**src/hdl/nfbp_pkg.sv**
```systemverilog
package nfbp_pkg;

   localparam int ADDR_W = 22;
   localparam int BYTE_W = 8;
   localparam int WORD_W = 16;
   localparam int KIND_W = 3;
   localparam int IDX_W  = 3;

   localparam int BUFFER_BYTES_DEF = 32;

   // item kinds
   localparam logic [KIND_W-1:0] KIND_SET_ADDR = 3'd0;
   localparam logic [KIND_W-1:0] KIND_BEGIN    = 3'd1;
   localparam logic [KIND_W-1:0] KIND_WORD     = 3'd2;
   localparam logic [KIND_W-1:0] KIND_COMMIT   = 3'd3;
   localparam logic [KIND_W-1:0] KIND_STATUS   = 3'd4;

   // command bus values
   localparam logic [13:0]       UNLOCK_ADDR_A = 14'h0AAA;
   localparam logic [13:0]       UNLOCK_ADDR_B = 14'h0555;
   localparam logic [BYTE_W-1:0] CMD_UNLOCK_A  = 8'hAA;
   localparam logic [BYTE_W-1:0] CMD_UNLOCK_B  = 8'h55;
   localparam logic [BYTE_W-1:0] CMD_ERASE     = 8'h80;
   localparam logic [BYTE_W-1:0] CMD_SECTOR    = 8'h30;
   localparam logic [BYTE_W-1:0] CMD_BUFFER    = 8'h25;
   localparam logic [BYTE_W-1:0] CMD_CONFIRM   = 8'h29;

   localparam logic EV_WRITE = 1'b0;
   localparam logic EV_DONE  = 1'b1;

   typedef enum logic [2:0] {
      BK_ERASE,
      BK_OPEN,
      BK_DONE_OPEN,
      BK_DATA,
      BK_COMMIT,
      BK_DONE
   } burst_kind_type;

   typedef struct packed {
      logic                valid;
      burst_kind_type      kind;
      logic [ADDR_W-1:0]   base;
      logic [ADDR_W-1:0]   addr0;
      logic [ADDR_W-1:0]   addr1;
      logic [WORD_W-1:0]   word;
   } burst_type;

   function automatic logic [IDX_W-1:0] burst_beats(burst_kind_type kind);
      logic [IDX_W-1:0] n;
      case (kind)
         BK_ERASE:     n = 3'd6;
         BK_OPEN:      n = 3'd4;
         BK_DONE_OPEN: n = 3'd5;
         BK_DATA:      n = 3'd2;
         default:      n = 3'd1;
      endcase
      return n;
   endfunction

endpackage

```
**src/hdl/nfbp_ctrl.sv**
```systemverilog
module nfbp_ctrl import nfbp_pkg::*; #(
   parameter int BUFFER_BYTES = BUFFER_BYTES_DEF
) (
   input  logic                clock,
   input  logic                reset,
   input  logic                req_valid,
   output logic                req_stall,
   input  logic [KIND_W-1:0]   req_kind,
   input  logic [ADDR_W-1:0]   req_address_value,
   input  logic [WORD_W-1:0]   req_word_value,
   input  logic [BYTE_W-1:0]   req_status_byte,
   input  logic                emit_ready,
   output burst_type           burst
);

   localparam int OFF_W = $clog2(BUFFER_BYTES);
   localparam logic [OFF_W:0] BB_CNT = (OFF_W+1)'(BUFFER_BYTES);

   typedef enum logic [1:0] {
      PH_IDLE,
      PH_LOADING,
      PH_WAITING
   } phase_type;

   logic                item_valid_ff, item_valid_in;
   logic [KIND_W-1:0]   item_kind_ff, item_kind_in;
   logic [ADDR_W-1:0]   item_addr_ff, item_addr_in;
   logic [WORD_W-1:0]   item_word_ff, item_word_in;
   logic [BYTE_W-1:0]   item_status_ff, item_status_in;

   phase_type           phase_ff, phase_in;
   logic [ADDR_W-1:0]   next_addr_ff, next_addr_in;
   logic                pae_ff, pae_in;
   logic [BYTE_W-1:0]   first_poll_ff, first_poll_in;
   logic                poll_half_ff, poll_half_in;
   logic [OFF_W-1:0]    offset_ff, offset_in;

   logic                take;
   logic [OFF_W:0]      off1_sum, off2_sum;
   logic [OFF_W-1:0]    off1, off2;

   assign take      = item_valid_ff & emit_ready;
   assign req_stall = item_valid_ff & ~emit_ready;

   // buffer offsets of a word's second byte and of the next word, wrapping at the buffer size
   always_comb begin
      off1_sum = {1'b0, offset_ff} + (OFF_W+1)'(1);
      off1     = (off1_sum == BB_CNT) ? '0 : off1_sum[OFF_W-1:0];
      off2_sum = {1'b0, off1} + (OFF_W+1)'(1);
      off2     = (off2_sum == BB_CNT) ? '0 : off2_sum[OFF_W-1:0];
   end

   always_comb begin
      item_valid_in  = item_valid_ff;
      item_kind_in   = item_kind_ff;
      item_addr_in   = item_addr_ff;
      item_word_in   = item_word_ff;
      item_status_in = item_status_ff;
      if (req_valid && !req_stall) begin
         item_valid_in  = 1'b1;
         item_kind_in   = req_kind;
         item_addr_in   = req_address_value;
         item_word_in   = req_word_value;
         item_status_in = req_status_byte;
      end else if (take) begin
         item_valid_in = 1'b0;
      end
   end

   always_comb begin
      phase_in      = phase_ff;
      next_addr_in  = next_addr_ff;
      pae_in        = pae_ff;
      first_poll_in = first_poll_ff;
      poll_half_in  = poll_half_ff;
      offset_in     = offset_ff;

      burst.valid = 1'b0;
      burst.kind  = BK_DONE;
      burst.base  = next_addr_ff;
      burst.addr0 = {next_addr_ff[ADDR_W-1:7],
                     7'(next_addr_ff[6:0] + 7'(offset_ff))};
      burst.addr1 = {next_addr_ff[ADDR_W-1:7],
                     7'(next_addr_ff[6:0] + 7'(off1))};
      burst.word  = item_word_ff;

      if (take) begin
         case (item_kind_ff)
            KIND_SET_ADDR: begin
               if (phase_ff == PH_IDLE) next_addr_in = item_addr_ff;
            end
            KIND_BEGIN: begin
               if (phase_ff == PH_IDLE) begin
                  burst.valid = 1'b1;
                  if (next_addr_ff[15:0] == 16'd0) begin
                     // sector boundary: erase first, program once it is done
                     burst.kind   = BK_ERASE;
                     pae_in       = 1'b1;
                     phase_in     = PH_WAITING;
                     poll_half_in = 1'b0;
                  end else begin
                     burst.kind = BK_OPEN;
                     offset_in  = '0;
                     phase_in   = PH_LOADING;
                  end
               end
            end
            KIND_WORD: begin
               if (phase_ff == PH_LOADING) begin
                  burst.valid = 1'b1;
                  burst.kind  = BK_DATA;
                  offset_in   = off2;
               end
            end
            KIND_COMMIT: begin
               if (phase_ff == PH_LOADING) begin
                  burst.valid  = 1'b1;
                  burst.kind   = BK_COMMIT;
                  next_addr_in = next_addr_ff + ADDR_W'(BUFFER_BYTES);
                  pae_in       = 1'b0;
                  phase_in     = PH_WAITING;
                  poll_half_in = 1'b0;
               end
            end
            KIND_STATUS: begin
               if (phase_ff == PH_WAITING) begin
                  if (!poll_half_ff) begin
                     first_poll_in = item_status_ff;
                     poll_half_in  = 1'b1;
                  end else begin
                     poll_half_in = 1'b0;
                     // toggle bit has stopped when both reads agree
                     if (first_poll_ff == item_status_ff) begin
                        burst.valid = 1'b1;
                        if (pae_ff) begin
                           burst.kind = BK_DONE_OPEN;
                           pae_in     = 1'b0;
                           offset_in  = '0;
                           phase_in   = PH_LOADING;
                        end else begin
                           burst.kind = BK_DONE;
                           phase_in   = PH_IDLE;
                        end
                     end
                  end
               end
            end
            default: begin
            end
         endcase
      end
   end

   always_ff @(posedge clock) begin
      item_kind_ff   <= item_kind_in;
      item_addr_ff   <= item_addr_in;
      item_word_ff   <= item_word_in;
      item_status_ff <= item_status_in;
      if (reset) begin
         item_valid_ff <= 1'b0;
         phase_ff      <= PH_IDLE;
         next_addr_ff  <= '0;
         pae_ff        <= 1'b0;
         first_poll_ff <= '0;
         poll_half_ff  <= 1'b0;
         offset_ff     <= '0;
      end else begin
         item_valid_ff <= item_valid_in;
         phase_ff      <= phase_in;
         next_addr_ff  <= next_addr_in;
         pae_ff        <= pae_in;
         first_poll_ff <= first_poll_in;
         poll_half_ff  <= poll_half_in;
         offset_ff     <= offset_in;
      end
   end

   a_poll_only_waiting: assert property (@(posedge clock) disable iff (reset)
      poll_half_ff |-> phase_ff == PH_WAITING)
      else $error("poll pair open outside a wait");

   a_pending_only_waiting: assert property (@(posedge clock) disable iff (reset)
      pae_ff |-> phase_ff == PH_WAITING)
      else $error("pending program outside an erase wait");

endmodule

```
**src/hdl/nfbp_emit.sv**
```systemverilog
module nfbp_emit import nfbp_pkg::*; #(
   parameter int BUFFER_BYTES = BUFFER_BYTES_DEF
) (
   input  logic                clock,
   input  logic                reset,
   input  burst_type           burst,
   output logic                emit_ready,
   output logic                rsp_valid,
   input  logic                rsp_stall,
   output logic                rsp_event_res,
   output logic [ADDR_W-1:0]   rsp_cycle_address,
   output logic [BYTE_W-1:0]   rsp_cycle_data,
   output logic                rsp_last
);

   localparam logic [BYTE_W-1:0] COUNT_BYTE = BYTE_W'(BUFFER_BYTES - 1);

   logic                busy_ff, busy_in;
   logic [IDX_W-1:0]    idx_ff, idx_in;
   burst_type           desc_ff, desc_in;

   logic                rsp_valid_ff, rsp_valid_in;
   logic                rsp_event_ff, rsp_event_in;
   logic [ADDR_W-1:0]   rsp_addr_ff, rsp_addr_in;
   logic [BYTE_W-1:0]   rsp_data_ff, rsp_data_in;
   logic                rsp_last_ff, rsp_last_in;

   logic                out_free, last_beat;
   logic [IDX_W-1:0]    open_idx;
   logic [ADDR_W-1:0]   unlock_a, unlock_b;
   logic                beat_event;
   logic [ADDR_W-1:0]   beat_addr;
   logic [BYTE_W-1:0]   beat_data;

   assign out_free   = ~rsp_valid_ff | ~rsp_stall;
   assign last_beat  = (idx_ff == burst_beats(desc_ff.kind) - IDX_W'(1));
   assign emit_ready = ~busy_ff | (out_free & last_beat);

   assign unlock_a = {desc_ff.base[ADDR_W-1:14], UNLOCK_ADDR_A};
   assign unlock_b = {desc_ff.base[ADDR_W-1:14], UNLOCK_ADDR_B};
   assign open_idx = (desc_ff.kind == BK_DONE_OPEN) ? idx_ff - IDX_W'(1) : idx_ff;

   // one bus beat of the current burst
   always_comb begin
      beat_event = EV_WRITE;
      beat_addr  = desc_ff.base;
      beat_data  = CMD_CONFIRM;
      case (desc_ff.kind)
         BK_ERASE: begin
            case (idx_ff)
               3'd0:    begin beat_addr = unlock_a; beat_data = CMD_UNLOCK_A; end
               3'd1:    begin beat_addr = unlock_b; beat_data = CMD_UNLOCK_B; end
               3'd2:    begin beat_addr = unlock_a; beat_data = CMD_ERASE;    end
               3'd3:    begin beat_addr = unlock_a; beat_data = CMD_UNLOCK_A; end
               3'd4:    begin beat_addr = unlock_b; beat_data = CMD_UNLOCK_B; end
               default: begin beat_addr = desc_ff.base; beat_data = CMD_SECTOR; end
            endcase
         end
         BK_OPEN, BK_DONE_OPEN: begin
            if (desc_ff.kind == BK_DONE_OPEN && idx_ff == '0) begin
               beat_event = EV_DONE;
               beat_addr  = '0;
               beat_data  = '0;
            end else begin
               case (open_idx)
                  3'd0:    begin beat_addr = unlock_a; beat_data = CMD_UNLOCK_A; end
                  3'd1:    begin beat_addr = unlock_b; beat_data = CMD_UNLOCK_B; end
                  3'd2:    begin beat_addr = desc_ff.base; beat_data = CMD_BUFFER; end
                  default: begin beat_addr = desc_ff.base; beat_data = COUNT_BYTE; end
               endcase
            end
         end
         BK_DATA: begin
            // high byte first
            if (idx_ff == '0) begin
               beat_addr = desc_ff.addr0;
               beat_data = desc_ff.word[WORD_W-1:BYTE_W];
            end else begin
               beat_addr = desc_ff.addr1;
               beat_data = desc_ff.word[BYTE_W-1:0];
            end
         end
         BK_COMMIT: begin
            beat_addr = desc_ff.base;
            beat_data = CMD_CONFIRM;
         end
         default: begin
            beat_event = EV_DONE;
            beat_addr  = '0;
            beat_data  = '0;
         end
      endcase
   end

   always_comb begin
      busy_in      = busy_ff;
      idx_in       = idx_ff;
      desc_in      = desc_ff;
      rsp_valid_in = rsp_valid_ff;
      rsp_event_in = rsp_event_ff;
      rsp_addr_in  = rsp_addr_ff;
      rsp_data_in  = rsp_data_ff;
      rsp_last_in  = rsp_last_ff;
      if (out_free) begin
         rsp_valid_in = busy_ff;
         if (busy_ff) begin
            rsp_event_in = beat_event;
            rsp_addr_in  = beat_addr;
            rsp_data_in  = beat_data;
            rsp_last_in  = last_beat;
            idx_in       = idx_ff + IDX_W'(1);
            if (last_beat) busy_in = 1'b0;
         end
      end
      if (burst.valid) begin
         busy_in = 1'b1;
         idx_in  = '0;
         desc_in = burst;
      end
   end

   always_ff @(posedge clock) begin
      idx_ff       <= idx_in;
      desc_ff      <= desc_in;
      rsp_event_ff <= rsp_event_in;
      rsp_addr_ff  <= rsp_addr_in;
      rsp_data_ff  <= rsp_data_in;
      rsp_last_ff  <= rsp_last_in;
      if (reset) begin
         busy_ff      <= 1'b0;
         rsp_valid_ff <= 1'b0;
      end else begin
         busy_ff      <= busy_in;
         rsp_valid_ff <= rsp_valid_in;
      end
   end

   assign rsp_valid         = rsp_valid_ff;
   assign rsp_event_res     = rsp_event_ff;
   assign rsp_cycle_address = rsp_addr_ff;
   assign rsp_cycle_data    = rsp_data_ff;
   assign rsp_last          = rsp_last_ff;

   a_idx_in_burst: assert property (@(posedge clock) disable iff (reset)
      busy_ff |-> idx_ff < burst_beats(desc_ff.kind))
      else $error("beat index beyond burst length");

   a_load_when_free: assert property (@(posedge clock) disable iff (reset)
      burst.valid |-> !busy_ff || (out_free && last_beat))
      else $error("new burst loaded over a running one");

   a_done_is_blank: assert property (@(posedge clock) disable iff (reset)
      rsp_valid_ff && rsp_event_ff |-> rsp_addr_ff == '0 && rsp_data_ff == '0)
      else $error("completion beat carries bus data");

endmodule

```
**src/hdl/nor_flash_buffer_program_sequencer.sv**
```systemverilog
// Buffer-program sequencer for a parallel 8-bit NOR flash. Items on the req
// channel set the byte address, begin a buffer program, supply 16-bit data
// words, commit the buffer, or hand back status bytes read from the flash while
// an erase or program runs. Each item turns into zero to six beats on the rsp
// channel: a bus write (event_res 0, address and data byte) or a completion
// (event_res 1, address and data zero); rsp_last marks an item's final beat.
// Items that do not fit the current phase, and unknown kinds, give no beats.
// Begin on a 64 KB boundary erases the sector first and resumes the program
// when the toggle bit settles. Timing: the rsp register moves one beat per
// clock while rsp_stall stays low; a data word gives 2 beats, begin 4 or 6,
// commit 1, the final status read of an erase wait 5. The next item is decoded
// in the cycle of the previous item's last beat, so there are no bubbles
// between items while rsp_stall stays low.
module nor_flash_buffer_program_sequencer import nfbp_pkg::*; #(
   parameter int BUFFER_BYTES = BUFFER_BYTES_DEF
) (
   input  logic                clock,
   input  logic                reset,
   // request beats
   input  logic                req_valid,
   output logic                req_stall,
   input  logic [KIND_W-1:0]   req_kind,
   input  logic [ADDR_W-1:0]   req_address_value,
   input  logic [WORD_W-1:0]   req_word_value,
   input  logic [BYTE_W-1:0]   req_status_byte,
   // result beats
   output logic                rsp_valid,
   input  logic                rsp_stall,
   output logic                rsp_event_res,
   output logic [ADDR_W-1:0]   rsp_cycle_address,
   output logic [BYTE_W-1:0]   rsp_cycle_data,
   output logic                rsp_last
);

   // burst handed from the decoder to the beat generator
   burst_type burst;
   logic      emit_ready;

   // input register, phase tracking, address and buffer offset
   nfbp_ctrl #(
      .BUFFER_BYTES (BUFFER_BYTES)
   ) u_ctrl (
      .clock             (clock),
      .reset             (reset),
      .req_valid         (req_valid),
      .req_stall         (req_stall),
      .req_kind          (req_kind),
      .req_address_value (req_address_value),
      .req_word_value    (req_word_value),
      .req_status_byte   (req_status_byte),
      .emit_ready        (emit_ready),
      .burst             (burst)
   );

   // walks a burst one beat per clock into the result register while rsp_stall is low
   nfbp_emit #(
      .BUFFER_BYTES (BUFFER_BYTES)
   ) u_emit (
      .clock             (clock),
      .reset             (reset),
      .burst             (burst),
      .emit_ready        (emit_ready),
      .rsp_valid         (rsp_valid),
      .rsp_stall         (rsp_stall),
      .rsp_event_res     (rsp_event_res),
      .rsp_cycle_address (rsp_cycle_address),
      .rsp_cycle_data    (rsp_cycle_data),
      .rsp_last          (rsp_last)
   );

endmodule
```
**config.mk**
```make
export PLATFORM = sky130hd
export DESIGN_NAME = nor_flash_buffer_program_sequencer
export DESIGN_NICKNAME = d
export VERILOG_FILES = /design/src/hdl/nfbp_pkg.sv /design/src/hdl/nfbp_ctrl.sv /design/src/hdl/nfbp_emit.sv /design/src/hdl/nor_flash_buffer_program_sequencer.sv
export SDC_FILE = /design/constraint.sdc
export NUM_CORES = 1
export LEC_CHECK = 0
export BUFFER_PORTS_ARGS = -buffer_cell sky130_fd_sc_hd__buf_2
export CAP_MARGIN = 20
export CORE_UTILIZATION = 59
export DETAILED_ROUTE_END_ITERATION = 10
export MAX_ROUTING_LAYER = met4
export PLACE_DENSITY_LB_ADDON = 0.2
export SLEW_MARGIN = 20
export SYNTH_ARGS = -nofsm -noshare
export SYNTH_HDL_FRONTEND = slang
export SYNTH_SLANG_ARGS = --single-unit
export TNS_END_PERCENT = 30
```
**constraint.sdc**
```tcl
create_clock -name clock -period 5.4 [get_ports clock]
set_clock_uncertainty 0.2 [all_clocks]
set_input_delay 0.27 -clock clock [delete_from_list [all_inputs] [get_ports clock]]
set_output_delay 0.27 -clock clock [all_outputs]
set_load 0.03 [all_outputs]
```
# == Yosys cells after proc, flatten, opt, wreduce, memory -nomap -nowiden ==
# Cells that the tools add are included.
# word_totals
ff_bits,211
in_bits,53
output_inout_bits,34
wordCells,160
# op_classes
n_addsub,8
eq_ne,30
mux,63
bitwise_logic,10
reduce_logical,26
# op_table
operator,count
22-bit two-way mux,4
22-bit case mux with 4 select lines,1
14-bit case mux with 2 select lines,2
8-bit case mux with 3 select lines,2
5-bit two-way mux,9
22-bit case mux with 2 select lines,1
8-bit case mux with 4 select lines,1
4-bit two-way mux,7
"22-bit by 6-bit adder with 22-bit output, second input constant",1
"3-bit by 2-bit equality test with 1-bit output, second input constant",7
1-bit two-way mux,19
"2-bit by 1-bit inequality test with 1-bit output, second input constant",9
16-bit zero test,1
8-bit two-way mux,2
4-bit case mux with 4 select lines,1
5-bit case mux with 3 select lines,1
7-bit by 5-bit adder with 7-bit output,2
"5-bit by 1-bit adder with 6-bit output, second input constant",2
"3-bit by 1-bit equality test with 1-bit output, second input constant",4
"6-bit equality test, second input constant",2
3-bit zero test,4
2-bit two-way mux,6
3-bit case mux with 4 select lines,1
"3-bit equality test, second input constant",3
other kinds (27),45

# == Depth between registers and ports, before layout ==
# Gate-level depths: netlist of the first run.
# logic_depth
ltp_word,11
ltp_mapped,10
mapped_depth_nobuf,10

# == Hierarchy ==
# From an unflattened synthesis of the first run, not the netlist that was laid out.
# unflattened
hier_cells,755
hier_area_um2,9570.4
# by_module_without_submodules
module,instances,cells_per_inst,area_per_inst_um2,seq_area_each_um2
nfbp_emit,1,309,4933.5,3613.5
nfbp_ctrl,1,446,4636.9,2272.2

# == Worst setup path before layout of the first run ==
# OpenSTA, ideal clock, no wires.
# synth_timing
kind,reg2reg
start,reg u_emit.desc_ff[82] in the netlist's numbering
end,"reg u_emit.desc_ff[0] in the netlist's numbering, enable pin"
setup_time_ps,472
arrival_time_ps,3703
required_time_ps,4728
path_slack_ps,1025
stages_incl_launch_ff,6
path_buffers,1
period_less_slack_ps,4375
cell_sequence,edfxtp_1 buf_6 or3b_4 o22ai_4 o2111ai_4 nor2_1
# synth_lines
element,line,text
from (decl),nfbp_emit.sv:20,"burst_type desc_ff, desc_in;"
from (signal assigned),nfbp_emit.sv:124,desc_ff <= desc_in;

==> results of run 1 <==
[layer usage]
layer,share of wire (%),track usage [%],vias up,routed length (um)
met1,43,30.1,2658,7040
met5,0,-,-,0
met4,2.1,10.6,0,350
li1,-,-,2790,-
met2,51,41.9,205,8320
met3,4.1,4.55,30,680
[flip-flops by register name (all words and copies together) (netlist names), 2 cells and up]
name	flops
u_ctrl.item_kind_ff	3
u_ctrl.item_addr_ff	22
u_ctrl.phase_ff	2
u_ctrl.next_addr_ff	22
u_emit.idx_ff	3
u_ctrl.first_poll_ff	8
u_ctrl.item_status_ff	8
u_emit.rsp_cycle_address	22
u_ctrl.item_word_ff	16
u_emit.rsp_cycle_data	8
u_emit.desc_ff	55
u_ctrl.offset_ff	5
[kinds of logic (layout without fill, tap and decap cells)]
| group | Yosys count | count (layout) | share of synthesized area [%] |
|---|---|---|---|
| buffers and inverters | 67 | 209 | 3.28 |
| XOR/XNOR | 28 | 28 | 3.02 |
| AO/OA/AOI/OAI | 152 | 152 | 12.4 |
| multiplexers | 30 | 30 | 3.72 |
| flip-flops | 181 | 181 | 61.4 |
| adder cells (fa/ha/maj) | 21 | 21 | 3.42 |
| AND/OR/NAND/NOR | 206 | 206 | 12.7 |
[final cells by class]
class,instances,area share [%]
sequential,181,50.9
multi-input combinational,437,29.5
timing repair buffer,142,10.2
clock buffer,22,4.84
tap,176,2.25
inverter,35,1.34
clock inverter,10,0.971
[worst max-delay path by stage]
stage | start | to | slack (ps)
finish | u_emit.idx_ff[0] | u_emit.desc_ff[7] | 2110
global route | u_emit.idx_ff[0] | u_emit.desc_ff[7] | 1830
CTS | u_emit.idx_ff[0] | u_emit.desc_ff[20] | 2080
detailed placement | u_emit.idx_ff[0] | u_emit.desc_ff[38] | 2100
global placement | u_emit.idx_ff[0] | u_emit.desc_ff[17] | 2230
floorplan | u_emit.desc_ff[82] | u_emit.desc_ff[0] | 1020
[power by group through the flow]
stage	sequential, mW	combinational (mW)	clock, mW
6_report	1.63	0.542	1.17
5_1_grt	1.64	0.590	1.24
4_1_cts	1.63	0.534	1.19
3_5_place_dp	1.66	0.502	0
3_3_place_gp	1.66	0.497	0
2_1_floorplan	1.65	0.382	0
[worst max-delay path, cell delays in order, from the launching register on]
cell       delay, ps
dfxtp_1          650
nor4bb_1         430
a211o_1          270
o2111ai_4        200
nor2_4           700
buf_4            470
[stage by stage]
step	total power [mW]	std cells
2_1_floorplan	2.03	685
3_3_place_gp	2.15	919
3_5_place_dp	2.17	919
4_1_cts	3.35	1002
5_1_grt	3.47	1003
6_report	3.35	1003
[cells in the final DEF (no fill, tap or decap), types with 29 or more instances in the layout]
cell type / netlist / final
nor2_1: 55 / 53
nand2_1: 52 / 52
buf_2: 6 / 86
a21oi_1: 44 / 43
dfxtp_1: 45 / 45
inv_1: 34 / 34
mux2i_1: 29 / 29
edfxtp_1: 136 / 136
dlygate4sd3_1: 0 / 51
o21ai_0: 38 / 38
==> run_results.csv, run 1 <==
group,metric,value,unit
route,drtIter0Drc,456,
critical_path,r2r_end,"u_emit.desc_ff[7]",
power,ir_drop,0.264,mV
hold_path,hold_path_depth,2,
clocking,cts.sinks,181,
clocking,clock_latency,440,ps
critical_path,cp.required,5280,ps
clocking,path_clk_slew,60,ps
power,combPwrFrac,16.2,%
layout,fin_area,9790,um^2
global_routing,grt_max_degree,50,
floorplanning,io_pins,87,
sta,tightest_slew,819,ps
global_routing,grt_usage,25.1,%
sta,hold_viol,0,
synthesis,postSynthAreaPerCell,11.8,um^2
critical_path,r2r_cells,5,
sta,fin_crit,3290,ps
synthesis,ys_seq_elements,181,
clocking,root_buffer,"clkbuf_16",
critical_path,r2r-start,"u_emit.idx_ff[0]",
synthesis,syn_area,8120,um^2
global_routing,antenna_found_initial,0,
synthesis,synth_area_leaders,"edfxtp_1 50%, dfxtp_1 11%, mux2i_1 3.6%",
layout,n_antenna_cell,0,
power,power_frac_clock,35.0,%
sta,setup_viol_count_final,0,
run,max_cap_violations,0,
critical_path,worstSetupPathType,"flip-flop to flip-flop",
layout,fillers,910,
global_routing,grt_overflow,0,
synthesis,syn_nets,759,
floorplanning,die_area,14200,um^2
layout,drive_gt1_share,16.9,%
hold_path,hold-path-endpoint,"u_ctrl.next_addr_ff[0]",
floorplanning,fp-row-count,42,
power,switchingPower,0.874,mW
sta,fin_crit_sh,60.9,%
clocking,post_cts_resized,0,
floorplanning,die_w,119,um
route,ant_nets,0,
clocking,cts_hold_buffers,51,
layout,multi_input_area,2890,um^2
run_status,outcome,"complete, no violations",
floorplanning,start_util,60.8,%
synthesis,yosysWarnings,0,
place,dpl_worst_slack,2100,ps
clocking,cts_tree,"done",
global_routing,first_global_vias,5424,
layout,syn_to_final_growth,20.7,%
layout,nets,888,
place,dp_hpwl,10900,um
route,num_vias,5683,
critical_path,critPathLaunchType,"flip-flop",
route,wl_per_cell,16.3,um
critical_path,cp_max_fo,30,
floorplanning,die_y,119,um
power,power.leakage,3.73,nW
place,gp_congestion,0.865,
synthesis,yosysTopAreaCell,"edfxtp_1",
route,first_pass_iters,5,
synthesis,ys_top_cells_by_count,"136 x edfxtp_1, 55 x nor2_1, 52 x nand2_1, 45 x dfxtp_1, 44 x a21oi_1",
synthesis,ys_seq_area_share,61.4,%
synthesis,synthArstFlopShare,0,%
synthesis,syn_inst,685,
global_routing,grt_pass1_wl,26600,um
synthesis,ys_types,65,
synthesis,synth_top_area_share,50.3,%
power,seq_power_share,48.8,%
synthesis,synth.most_common_cell,"edfxtp_1",
clocking,numCtsBuffers,17,
sta,rsz0062_at_grt,"no",
critical_path,cp.arrival,3170,ps
sta,clock.fmax,0.304,GHz
floorplanning,core,13300,um^2
hold_path,min_from,"reset",
route,vias_per_cell,5.67,
layout,utilization,73.4,%
layout,seqCellArea,4980,um^2
sta,fin_ws,2110,ps
power,switching_share,26.1,%
sta,slew_violations,0,
sta,hold_ws,222,ps
sta,slew_headroom,45.3,%
clocking,cts_post_setup_buffers_inserted,0,
clocking,h-tree-depth,4,
route,finalWirelength,16400,um
critical_path,regToRegSetupSlack,2110,ps
synthesis,synth_enable_flop_cells,136,
critical_path,cp-end-kind,"flip-flop",
hold_path,worstHoldPathType,"input pin to flip-flop",
synthesis,synth_flop_cell,"edfxtp_1",
power,p_int,2.47,mW
place,dpl-instance-area,8680,um^2
place,numPortBuffers,86,
power,p_per_area,342,nW/um^2
clocking,cts_buffer_depth,2,
route,drt_drc_violations_left,0,
sta,setup_tns,0,ps
No activity file was read; power rests on OpenSTA's default activity.
==> run 2: changes to the inputs <==
--- a/config.mk
+++ b/config.mk
@@ -7,7 +7,7 @@
 export LEC_CHECK = 0
 export BUFFER_PORTS_ARGS = -buffer_cell sky130_fd_sc_hd__buf_2
 export CAP_MARGIN = 20
-export CORE_UTILIZATION = 59
+export CORE_UTILIZATION = 53
 export DETAILED_ROUTE_END_ITERATION = 10
 export MAX_ROUTING_LAYER = met4
 export PLACE_DENSITY_LB_ADDON = 0.2
==> constraint.sdc (replaced) <==
create_clock -name clock -period 2.97 [get_ports clock]
set_clock_uncertainty 0.2 [all_clocks]
set_input_delay 0.1485 -clock clock [delete_from_list [all_inputs] [get_ports clock]]
set_output_delay 0.1485 -clock clock [all_outputs]
set_load 0.03 [all_outputs]
==> run_results.csv, run 2 (synthesized netlist as in run 1, its figures left out) <==
group,metric,value,unit
route,num_vias,5709,
sta,slew_violations,0,
sta,slew_headroom,56.2,%
global_routing,first_global_vias,5592,
clocking,h-tree-depth,4,
clocking,root_buffer,"clkbuf_16",
sta,clock.fmax,0.361,GHz
global_routing,grt_overflow,0,
critical_path,r2r_cells,8,
layout,utilization,67.4,%
sta,setup_viol_count_final,0,
clocking,numCtsBuffers,17,
critical_path,cp_cell_sequence,"nor2b_1 > a211o_1 > o211ai_2 > nand2_1 > inv_1 > buf_2",
global_routing,top_usage_layer,"met2",
layout,regMostFlops,"u_emit.desc_ff",
clocking,cts_hold_buffers,51,
power,power.leakage,3.82,nW
hold_path,worstHoldPathType,"input pin to flip-flop",
floorplanning,fp-row-count,44,
layout,nets,907,
clocking,clock_latency,430,ps
critical_path,cp.arrival,2420,ps
layout,largest_reg_flops,55,
global_routing,grtUsageMet2,40.1,%
run,max_cap_violations,0,
sta,fin_crit_sh,93.2,%
critical_path,cp_top_family,"compound AO/OA/AOI/OAI gates",
power,ir_drop,0.447,mV
hold_path,min_from,"reset",
clocking,cts_post_setup_buffers_inserted,0,
hold_path,hold_path_depth,4,
sta,fin_crit,2770,ps
route,wl_per_cell,16.7,um
critical_path,cp-end-kind,"output pin",
route,ant_nets,0,
route,drtIter0Drc,459,
place,dp_hpwl,11600,um
run_status,outcome,"complete, no violations",
place,gp_congestion,0.850,
global_routing,grt_pass1_wl,27800,um
clocking,cts.sinks,181,
floorplanning,die_w,126,um
critical_path,regToRegSetupSlack,340,ps
global_routing,antenna_found_initial,0,
layout,n_antenna_cell,0,
route,first_pass_iters,5,
place,numPortBuffers,86,
global_routing,grt_max_degree,59,
critical_path,worstSetupPathType,"flip-flop to output pin",
floorplanning,io_pins,87,
critical_path,r2r_end,"u_emit.rsp_cycle_data[3]",
global_routing,use_met1,27.8,%
hold_path,hold-path-endpoint,"u_emit.busy_ff",
critical_path,critPathMaxStageDelay,520,ps
critical_path,cp.required,2620,ps
critical_path,critPathBufInv,2,
sta,tightest_slew,652,ps
layout,syn_to_final_growth,22.5,%
clocking,path_clk_slew,70,ps
floorplanning,start_util,55.0,%
layout,layout_common_cells,"136 x edfxtp_1, 86 x buf_2, 54 x nor2_1, 52 x nand2_1, 51 x dlygate4sd3_1",
floorplanning,die_area,15800,um^2
layout,drive_gt1_share,18.7,%
route,vias_per_cell,5.54,
sta,hold_viol,0,
layout,fillers,1084,
route,drt_drc_violations_left,0,
critical_path,cp_max_fo,11,
clocking,post_cts_resized,0,
clocking,cts_buffer_depth,2,
power,p_per_area,614,nW/um^2
sta,setup_tns,0,ps
global_routing,grt_usage,23.5,%
critical_path,r2r-start,"u_emit.desc_ff[84]",
power,p_total,6.10,mW
floorplanning,die_y,126,um
floorplanning,core,14800,um^2
critical_path,critPathLaunchType,"flip-flop",
global_routing,grt_util_met3,4.76,%
layout,final_common_cell,"edfxtp_1",
clocking,cts_tree,"done",
route,finalWirelength,17200,um
critical_path,cp_slowest_cell,"edfxtp_1",
sta,rsz0062_at_grt,"no",
==> run 2: how the worst max path moves through the flow <==
stage                                       from                     end  slack [ps]  cells past startpoint
final                         u_emit.desc_ff[82]               req_stall         200                      6
after global routing          u_emit.desc_ff[82]               req_stall          70                      6
after CTS                     u_emit.desc_ff[82]               req_stall         220                      6
after detailed placement     u_ctrl.offset_ff[0]      u_emit.desc_ff[22]         390                      9
after global placement    u_ctrl.next_addr_ff[1]      u_ctrl.phase_ff[0]         390                      7
after floorplan               u_emit.desc_ff[82]  u_ctrl.item_addr_ff[0]        -180                      6
==> run 2: tightest hold or removal path: stages <==
cell	delay, ps
buf_2	110
clkinv_1	210
nand2_1	70
o21ai_0	60
==> run 2: final cells by class <==
class                   instances  area [um^2]  area share, %
flip-flops and latches        181         4980           50.2
multi-input cells             437         2880           29.0
repair buffers                161         1160           11.7
clock buffers                  20          458           4.61
well taps                     184          230           2.32
inverters                      35          131           1.32
clock inverters                12         92.6          0.932
==> run 2: per-layer routing <==
metal / vias to the layer above / routed length, um
met2: 180 / 8590
met5: - / 0
met1: 2670 / 7480
met3: 32 / 730
li1: 2827 / -
met4: 0 / 373
==> run 2: power by group <==
part	switching [mW]	internal, mW	total, mW
Sequential	0.0715	2.86	2.93
Combinational	0.635	0.453	1.09
Clock	0.948	1.14	2.08
==> run 2: metrics by stage <==
stage / hold slack [ps] / instance area (um^2) / setup slack, ps / instances
final: 15.6 / 9940 / 201 / 1030
after global routing: 21.1 / 9940 / 67.2 / 1030
after floorplan: 47.4 / 8120 / -182 / 685
after CTS: 6.37 / 9940 / 223 / 1030
after global placement: 125 / 8880 / 387 / 947
after detailed placement: 127 / 8880 / 389 / 947
==> run 3: changes to the inputs <==
--- a/config.mk
+++ b/config.mk
@@ -7,7 +7,7 @@
 export LEC_CHECK = 0
 export BUFFER_PORTS_ARGS = -buffer_cell sky130_fd_sc_hd__buf_2
 export CAP_MARGIN = 20
-export CORE_UTILIZATION = 53
+export CORE_UTILIZATION = 63
 export DETAILED_ROUTE_END_ITERATION = 10
 export MAX_ROUTING_LAYER = met4
 export PLACE_DENSITY_LB_ADDON = 0.2
==> constraint.sdc (replaced) <==
create_clock -name clock -period 3.4 [get_ports clock]
set_clock_uncertainty 0.2 [all_clocks]
set_input_delay 0.17 -clock clock [delete_from_list [all_inputs] [get_ports clock]]
set_output_delay 0.17 -clock clock [all_outputs]
set_load 0.03 [all_outputs]
==> run_results.csv, run 3 (synthesized netlist as in run 1, its figures left out) <==
group,metric,value,unit
floorplanning,die_area,13300,um^2
critical_path,cp_max_fo,15,
floorplanning,io_pins,87,
route,ant_nets,0,
layout,largest_reg_flops,55,
clocking,cts_tree,"done",
layout,n_antenna_cell,0,
critical_path,r2r_cells,8,
clocking,root_buffer,"clkbuf_16",
critical_path,cp-end-kind,"flip-flop",
global_routing,grt_usage,27.4,%
floorplanning,die_w,115,um
layout,nets,895,
route,drt_drc_violations_left,0,
place,dp_hpwl,11000,um
power,p_per_area,549,nW/um^2
global_routing,grt_max_degree,59,
sta,tightest_slew,786,ps
sta,slew_violations,0,
layout,multi_input_area,2880,um^2
clocking,clock_latency,430,ps
hold_path,worstHoldPathType,"input pin to flip-flop",
power,power.leakage,3.78,nW
route,finalWirelength,16800,um
hold_path,hold_path_depth,4,
critical_path,critPathLaunchType,"flip-flop",
sta,setup_tns,0,ps
run_status,outcome,"complete, no violations",
route,drtIter0Drc,390,
place,gp_congestion,0.882,
route,first_pass_iters,5,
run,max_cap_violations,0,
clocking,cts_post_setup_buffers_inserted,0,
layout,layout_common_cells,"136 x edfxtp_1, 86 x buf_2, 54 x nor2_1, 52 x nand2_1, 51 x dlygate4sd3_1",
route,vias_per_cell,5.70,
place,numPortBuffers,86,
critical_path,worstSetupPathType,"flip-flop to flip-flop",
clocking,numCtsBuffers,17,
sta,fin_crit,2870,ps
critical_path,critPathLaunch,"u_emit.idx_ff[0]",
floorplanning,core,12600,um^2
floorplanning,fp-row-count,41,
floorplanning,die_y,115,um
layout,drive_gt1_share,17.4,%
power,ir_drop,0.468,mV
global_routing,first_global_vias,5392,
clocking,h-tree-depth,4,
clocking,path_clk_slew,60,ps
layout,fin_area,9880,um^2
floorplanning,start_util,64.6,%
layout,syn_to_final_growth,21.7,%
sta,hold_ws,62.2,ps
hold_path,min_from,"reset",
clocking,cts.sinks,181,
critical_path,cp.arrival,2900,ps
clocking,cts_buffer_depth,2,
sta,setup_viol_count_final,0,
clocking,post_cts_resized,0,
route,wl_per_cell,16.7,um
global_routing,antenna_found_initial,0,
critical_path,cp.required,3430,ps
place,dpl-instance-area,8740,um^2
sta,clock.fmax,0.348,GHz
critical_path,r2r-start,"u_emit.idx_ff[0]",
layout,regMostFlops,"u_emit.desc_ff",
global_routing,grt_overflow,0,
sta,slew_headroom,47.1,%
layout,final_common_cell,"edfxtp_1",
layout,fillers,786,
layout,seqCellArea,4980,um^2
sta,rsz0062_at_grt,"no",
sta,hold_viol,0,
global_routing,grt_pass1_wl,26700,um
sta,fin_crit_sh,84.5,%
route,num_vias,5735,
[run 3: stage by stage]
step	worst slack, ps	power (mW)	std cells	utilization (%)
2_1_floorplan	248	3.22	685	-
3_5_place_dp	559	3.44	922	69.5
6_report	528	5.42	1006	78.6
4_1_cts	555	5.41	1005	78.4
3_3_place_gp	676	3.42	922	69.5
5_1_grt	312	5.62	1006	78.6
[run 3: report_power, final]
part | internal, mW | switching, mW
registers | 2.50 | 0.0962
logic | 0.365 | 0.513
clock network | 1.18 | 0.773
total | 4.04 | 1.38
[run 3: repair_timing]
item	CTS	global route
hold buffers	51	0
endpoints found under the hold margin	51	0
endpoints found under the setup margin	0	0
[run 3: final timing paths]
path	to	slack, ps
max	u_emit.rsp_cycle_address[0]	530
min	u_emit.busy_ff	60
max reg2reg	u_emit.rsp_cycle_address[0]	530
min reg2reg	u_emit.desc_ff[2]	220
[run 3: critical path, cell delays in order, from the launching register on]
cell      delay, ps
dfxtp_1         660
inv_1           210
ha_1            280
nand2b_1        200
a21oi_1         140
nor2_1          310
a21boi_1        300
nor2_1          120
o21ai_0         260
[run 3: layout make-up]
type	count	area share, %
multi-input combinational	437	29.2
clock buffer	24	5.08
timing repair buffer	149	10.8
tap	172	2.18
clock inverter	8	0.975
sequential	181	50.5
inverter	35	1.33
[run 3: per-layer routing]
layer	GRT usage (%)	vias to the layer above	wire, um
met2	45.7	195	8590
li1	-	2793	-
met4	11.0	0	343
met3	5.07	27	743
met1	33.0	2720	7150
met5	-	-	0
